### config.mk
export PLATFORM = sky130hd
export DESIGN_NAME = line_terminated_receiver
export DESIGN_NICKNAME = d
export VERILOG_FILES = /design/src/hdl/ltr_pkg.sv /design/src/hdl/ltr_parser.sv /design/src/hdl/line_terminated_receiver.sv
export SDC_FILE = /design/constraint.sdc
export NUM_CORES = 1
export LEC_CHECK = 0
export ABC_AREA = 1
export BUFFER_PORTS_ARGS = -buffer_cell sky130_fd_sc_hd__buf_4
export CORE_UTILIZATION = 60
export CTS_BUF_LIST = sky130_fd_sc_hd__clkbuf_16
export CTS_CLUSTER_DIAMETER = 100
export CTS_CLUSTER_SIZE = 28
export DETAILED_ROUTE_END_ITERATION = 12
export PLACE_DENSITY = 0.75
export SYNTH_ARGS = -nofsm -noshare
export SYNTH_HDL_FRONTEND = slang
export SYNTH_SLANG_ARGS = --single-unit
### constraint.sdc
create_clock -name clk -period 2.5 [get_ports clk]
set_clock_uncertainty 0.2 [all_clocks]
set_input_delay 0.125 -clock clk [delete_from_list [all_inputs] [get_ports clk]]
set_output_delay 0.125 -clock clk [all_outputs]
set_load 0.005 [all_outputs]
### src/hdl/ltr_pkg.sv
// Shared constants and types for the line-terminated receiver.
package ltr_pkg;

  localparam logic [7:0] CH_CR = 8'h0d;
  localparam logic [7:0] CH_LF = 8'h0a;

  typedef logic [2:0] pstate_t;

  localparam pstate_t ST_NEW     = 3'd0;
  localparam pstate_t ST_TEXT    = 3'd1;
  localparam pstate_t ST_WAIT_LF = 3'd2;
  localparam pstate_t ST_ERR     = 3'd3;
  localparam pstate_t ST_ERR_LF  = 3'd4;

  // Per-byte decision of the parser.
  typedef struct packed {
    logic wr_en;
    logic emit;
  } parse_ctl_t;

endpackage

### src/hdl/ltr_parser.sv
// Line parser: holds the framing state and fill count and decides store and emit actions.
module ltr_parser #(
  parameter int BUFFER_DEPTH = 64,
  parameter int AW = $clog2(BUFFER_DEPTH),
  parameter int CW = $clog2(BUFFER_DEPTH + 1)
) (
  input  logic                clk,
  input  logic                rst_n,
  input  logic                end_mode,
  input  logic                byte_take,
  input  logic [7:0]          rx_byte,
  output ltr_pkg::parse_ctl_t ctl,
  output logic [AW-1:0]       wr_addr,
  output logic [CW-1:0]       emit_len
);

  localparam logic [CW-1:0] DEPTH_C = CW'(BUFFER_DEPTH);
  localparam logic [CW-1:0] LIMIT_C = CW'(BUFFER_DEPTH - 3);

  ltr_pkg::pstate_t state_r, state_nxt;
  logic [CW-1:0]    fill_r, fill_nxt;
  logic [CW-1:0]    fill_inc;
  logic             is_cr, is_lf, term, emit;

  assign is_cr    = (rx_byte == ltr_pkg::CH_CR);
  assign is_lf    = (rx_byte == ltr_pkg::CH_LF);
  assign term     = is_cr || is_lf;
  assign fill_inc = fill_r + CW'(1);

  assign wr_addr   = fill_r[AW-1:0];
  assign ctl.wr_en = byte_take && (fill_r < DEPTH_C);
  assign ctl.emit  = byte_take && emit;
  assign emit_len  = (fill_inc > DEPTH_C) ? DEPTH_C : fill_inc;

  always_comb begin
    state_nxt = state_r;
    fill_nxt  = fill_inc;
    emit      = 1'b0;
    if (end_mode) begin
      unique case (state_r)
        ltr_pkg::ST_NEW: begin
          if (term) begin
            fill_nxt = '0;
          end else begin
            state_nxt = ltr_pkg::ST_TEXT;
          end
        end
        ltr_pkg::ST_TEXT: begin
          if (term) begin
            emit      = 1'b1;
            state_nxt = ltr_pkg::ST_NEW;
            fill_nxt  = '0;
          end else if (fill_inc > LIMIT_C) begin
            state_nxt = ltr_pkg::ST_ERR;
            fill_nxt  = '0;
          end
        end
        default: begin
          // Every other code behaves as the error state in loose mode.
          state_nxt = term ? ltr_pkg::ST_NEW : ltr_pkg::ST_ERR;
          fill_nxt  = '0;
        end
      endcase
    end else begin
      unique case (state_r)
        ltr_pkg::ST_NEW: begin
          if (term) begin
            fill_nxt = '0;
          end else begin
            state_nxt = ltr_pkg::ST_TEXT;
          end
        end
        ltr_pkg::ST_TEXT: begin
          if (is_cr) begin
            state_nxt = ltr_pkg::ST_WAIT_LF;
          end else if (is_lf || (fill_inc > LIMIT_C)) begin
            state_nxt = ltr_pkg::ST_ERR;
            fill_nxt  = '0;
          end
        end
        ltr_pkg::ST_WAIT_LF: begin
          if (is_lf) begin
            emit      = 1'b1;
            state_nxt = ltr_pkg::ST_NEW;
          end else begin
            state_nxt = ltr_pkg::ST_ERR;
          end
          fill_nxt = '0;
        end
        ltr_pkg::ST_ERR_LF: begin
          state_nxt = is_lf ? ltr_pkg::ST_NEW : ltr_pkg::ST_ERR;
          fill_nxt  = '0;
        end
        default: begin
          // Error state and unused codes: a CR starts the recovery sequence.
          if (is_cr) begin
            state_nxt = ltr_pkg::ST_ERR_LF;
          end else begin
            state_nxt = ltr_pkg::ST_ERR;
            fill_nxt  = '0;
          end
        end
      endcase
    end
  end

  always_ff @(posedge clk) begin
    if (!rst_n) begin
      state_r <= ltr_pkg::ST_NEW;
      fill_r  <= '0;
    end else if (byte_take) begin
      state_r <= state_nxt;
      fill_r  <= fill_nxt;
    end
  end

endmodule

### src/hdl/line_terminated_receiver.sv
// Line-terminated byte receiver: line store memory, parser and line readout.
// Throughput: one byte per cycle is taken while no line is being read out.
// A completed line is read from the store one byte per cycle while the output is
// not stalled; the input is held off while it drains.
// A taken terminator sets the emitting flag; the first byte is then read into the output register.
// Reset clears the parser, the fill count, the mode and the output; the store is not cleared.
module line_terminated_receiver #(
  parameter int BUFFER_DEPTH = 64
) (
  input  logic       clk,
  input  logic       rst_n,
  input  logic       cfg_valid,
  output logic       cfg_ready,
  input  logic       cfg_end_mode,
  input  logic       in_valid,
  output logic       in_ready,
  input  logic [7:0] in_rx_byte,
  output logic       out_valid,
  input  logic       out_ready,
  output logic [7:0] out_line_byte,
  output logic       out_line_last
);

  localparam int AW = $clog2(BUFFER_DEPTH);
  localparam int CW = $clog2(BUFFER_DEPTH + 1);

  logic [7:0] line_mem [BUFFER_DEPTH];

  logic                end_mode_r;
  logic                in_take;
  ltr_pkg::parse_ctl_t ctl;
  logic [AW-1:0]       wr_addr;
  logic [CW-1:0]       emit_len;

  logic                emitting_r;
  logic [CW-1:0]       rd_cnt_r;
  logic [CW-1:0]       emit_len_r;
  logic                out_valid_r;
  logic [7:0]          rd_data_r;
  logic                out_last_r;
  logic                issue;
  logic                rd_last;

  assign cfg_ready = 1'b1;
  assign in_ready  = !emitting_r;
  assign in_take   = in_valid && in_ready;

  always_ff @(posedge clk) begin
    if (!rst_n) begin
      end_mode_r <= 1'b0;
    end else if (cfg_valid) begin
      end_mode_r <= cfg_end_mode;
    end
  end

  ltr_parser #(
    .BUFFER_DEPTH (BUFFER_DEPTH),
    .AW           (AW),
    .CW           (CW)
  ) u_parser (
    .clk       (clk),
    .rst_n     (rst_n),
    .end_mode  (end_mode_r),
    .byte_take (in_take),
    .rx_byte   (in_rx_byte),
    .ctl       (ctl),
    .wr_addr   (wr_addr),
    .emit_len  (emit_len)
  );

  // The read data register doubles as the output register.
  assign issue   = emitting_r && (!out_valid_r || out_ready);
  assign rd_last = (rd_cnt_r == (emit_len_r - CW'(1)));

  always_ff @(posedge clk) begin
    if (ctl.wr_en) begin
      line_mem[wr_addr] <= in_rx_byte;
    end
    if (issue) begin
      rd_data_r  <= line_mem[rd_cnt_r[AW-1:0]];
      out_last_r <= rd_last;
    end
    if (ctl.emit) begin
      emit_len_r <= emit_len;
    end
  end

  always_ff @(posedge clk) begin
    if (!rst_n) begin
      emitting_r  <= 1'b0;
      rd_cnt_r    <= '0;
      out_valid_r <= 1'b0;
    end else begin
      if (ctl.emit) begin
        emitting_r <= 1'b1;
        rd_cnt_r   <= '0;
      end else if (issue) begin
        rd_cnt_r <= rd_cnt_r + CW'(1);
        if (rd_last) begin
          emitting_r <= 1'b0;
        end
      end
      if (issue) begin
        out_valid_r <= 1'b1;
      end else if (out_ready) begin
        out_valid_r <= 1'b0;
      end
    end
  end

  assign out_valid     = out_valid_r;
  assign out_line_byte = rd_data_r;
  assign out_line_last = out_last_r;

endmodule

==> results.md <==
* Final WS setup at about 0.2 ns
* Fillers at ~2600
* Unique cell type count in the Yosys netlist at 44
* Worst Tran Pin Value at slightly above 0.8 ns
* WP data arrival at about 2.5 ns
* Layout cells sized above 1 at 11.66%
* Synthesized-area fraction occupied by adder cells at less than 1%
* Fin crit period at 2.300 ns
* Drt initial violations at 1767
* Top-Level Pins at 26
* Pre-CTS WS at around 0.28 ns
* Gr usage total at just under 30%
* Pleak at between 8 and 9 nW
* Tcrit/Tclk final at 92.01%
* Nets@finish at 1924
* DIE WIDTH at 195.3 µm
* Grt total ovfl at 0
* Area Growth Syn to Fin at 9.764%
* Post-synth EDFFs at 528
* Die H at between 150 and 200 µm
* Via/cell ratio at 6.302
* Asr flop ratio synth at 0%
* Clk sinks at 548
* Ys flop type: edfxtp_1
* Drt wl/cell at 22.98 µm
* XOR/XNOR share of the synthesized area at less than 1%
* Clock latency on the worst-skew pair at slightly below 0.6 ns
* Setup TNS at 0 ns
* Pins over their slew limit at 0
* Sequential fraction of the synthesis area at ~73%
* Largest net degree at the start of global routing at 110
* Hold/Removal Path Class: in2reg
* Inst Count DP at 2340
* Post-DP HPWL at 33.77 mm
* Status: complete, no violations
* Worst-path clk slew at 0.11 ns
* Post_cts resized at 0
* Relative slew slack at between 40% and 50%
* Clk buf depth at 3
* Final Util at 67.03%
* Max Freq at roughly 430 MHz
* Mapped Nets at 1840
* Synth area leader: edfxtp_1
* Die ar. at roughly 38000 µm²
* Via count at around 15000
* Crit path kind: reg2reg
* WL final at approximately 55 mm
* CP Cell Sequence: inv_6, buf_12, buf_4, o21ai_0, o22ai_1, a21oi_1, nand3_1, nand3_1, nand2_1
* Postcts setup bufs at 0
* Hold depth at 2
* CP required at around 2.7 ns
* H-Tree Depth at 1
* First-pass GRT wire length at ~83 mm
* Final hold vios at 0
* Multi-input logic area at around 5400 µm²
* Critical Path End Type: flip-flop
* Diode count at 0
* VDD IR max at between 500 and 600 µV
* Post-synth top area share at between 70% and 80%
* CP Max Fanout at 29
* Complex-gate fraction of the synthesized area at between 10% and 20%
* CTS root buffer: clkbuf_16
* Port bufs at 24
* Min Hold Slack at around 0.032 ns
* Pwr per Cell Area at about 630 nW/µm²
* Placer congestion estimate at about 0.92
* Crit-path most repeated cell: nand3_1
* Row cnt at 70
* CTS tree: built
* Non-Filler Instances at around 2400
* Post-Syn Area at 22410 µm²
* Gate Count Post-Synth at 1821
* # DRC at 0
* Synth Area in Simple Gates at between 10% and 20%
* Router iterations before antenna repair at 6
* Vias in the first global route at approximately 14000
* Synth warnings at 0
* Slowest CP cell: dfxtp_4
* Max-cap viol count at 0
* Initial antenna violation count at 0
* Register-to-Register Path Depth at 9
* Main combinational cell family by area after synthesis: simple AND/OR/NAND/NOR gates
* Cts bufs inserted at 23
* RSZ-0062 raised after global routing: false
* Placeable Area at between 30000 and 40000 µm²
* ANT nets after route at 0
* Post-synthesis mux area share at 0%
* Mapped Avg Cell Area at approximately 12 µm²
* FF+latch count, synth at 548
* Final setup fails at 0
* Max incr delay on CP at 0.39 ns
* Register Area at 16260 µm²
* Startpoint Class: flip-flop
* Initial Util at approximately 60%
* Synth area leaders: edfxtp_1, nor2_1, o21ai_0
[Yosys cell counts (all sizes together), types with 2 or more instances]
| library cell | n |
|---|---|
| nand2 | 147 |
| dfxtp | 20 |
| o21ai | 266 |
| ha | 5 |
| clkinv | 3 |
| or2 | 2 |
| edfxtp | 528 |
| o221ai | 33 |
| nor2 | 388 |
| inv | 52 |
| xnor3 | 2 |
| o21bai | 2 |
| clkbuf | 58 |
| xor2 | 7 |
| o211ai | 31 |
| nor4 | 2 |
| nand3 | 89 |
| buf | 52 |
| o22ai | 71 |
| nand4 | 24 |
| o21a | 2 |
| a21oi | 30 |
[placed cells by master, fill, tap and decap left out, types with 5 or more instances in the layout]
cell	n
edfxtp_1	528
nand2_2	5
o22ai_1	71
buf_12	13
o21ai_1	49
o221ai_1	33
nand2_1	141
inv_2	8
o21ai_0	217
dfxtp_1	17
inv_1	50
clkbuf_16	23
dlygate4sd3_1	8
nand4_1	24
buf_4	148
nand3_1	84
a21oi_1	27
o211ai_1	31
nor2_1	384
ha_1	5
xor2_1	7
[state kept, by name, indices dropped and copies added (netlist names)]
register	cells
line_mem	512
end_mode_r	1
rd_cnt_r	7
out_line_byte	8
out_line_last	1
out_valid	1
emit_len_r	7
emitting_r	1
u_parser.fill_r	7
u_parser.state_r	3
[power by group]
part | internal (mW) | total (mW) | leakage (nW) | switching, mW
Clock | 1.80 | 4.47 | 0.344 | 2.67
Sequential | 10.1 | 10.1 | 4.92 | 0.0320
Combinational | 0.269 | 0.947 | 3.06 | 0.678
[critical path: cells and delay by family, from the launching register on]
family,cells,cell delay (ns)
buf+inv,3,0.65
compound gates,3,0.46
flops,1,0.39
simple gates,3,0.43
[metrics by stage]
step                instance area [µm²]  power, mW
floorplan                         22410      10.83
global placement                  23870      11.24
global route                      24600      15.92
detailed placement                23870      11.27
finish                            24600      15.56
CTS                               24600      15.55
[layout make-up]
type                       instances  share of cell area (%)
multi-input combinational       1108                   22.10
sequential                       548                   66.12
clock inverter                    10                  0.3001
clock buffer                      23                   2.340
timing repair buffer             169                   5.900
inverter                          55                  0.8596
tap                              468                   2.380
[cells by family (layout without fill, tap and decap cells)]
| kind of cell | Yosys count | count (layout) |
|---|---|---|
| other | 1 | 1 |
| AOI/OAI and AO/OA | 438 | 438 |
| xor gates and xnor gates | 10 | 10 |
| buffers and inverters | 165 | 257 |
| DFF | 548 | 548 |
| adders and majority gates | 5 | 5 |
| and+or+nand+nor | 654 | 654 |
[routing by layer]
| metal | up-vias | track usage [%] | wire length (µm) |
|---|---|---|---|
| li1 | 6793 | - | - |
| met1 | 7279 | 40.18 | 21370 |
| met2 | 789 | 46.55 | 25900 |
| met3 | 144 | 4.266 | 5165 |
| met4 | 0 | 11.46 | 2266 |
| met5 | - | 0 | 0 |
[timing repair]
action	4_1_cts	5_1_grt
setup endpoints to repair	0	0
hold buffers	8	0
hold endpoints to repair	44	0
[worst paths after layout]
check                       from                   to  slack [ns]
max                  rd_cnt_r[0]     out_line_byte[2]        0.20
min                in_rx_byte[6]      line_mem[27][6]        0.03
max reg2reg          rd_cnt_r[0]     out_line_byte[2]        0.20
min reg2reg  u_parser.state_r[2]  u_parser.state_r[2]        0.36
Power figures use the tool's default switching activity.
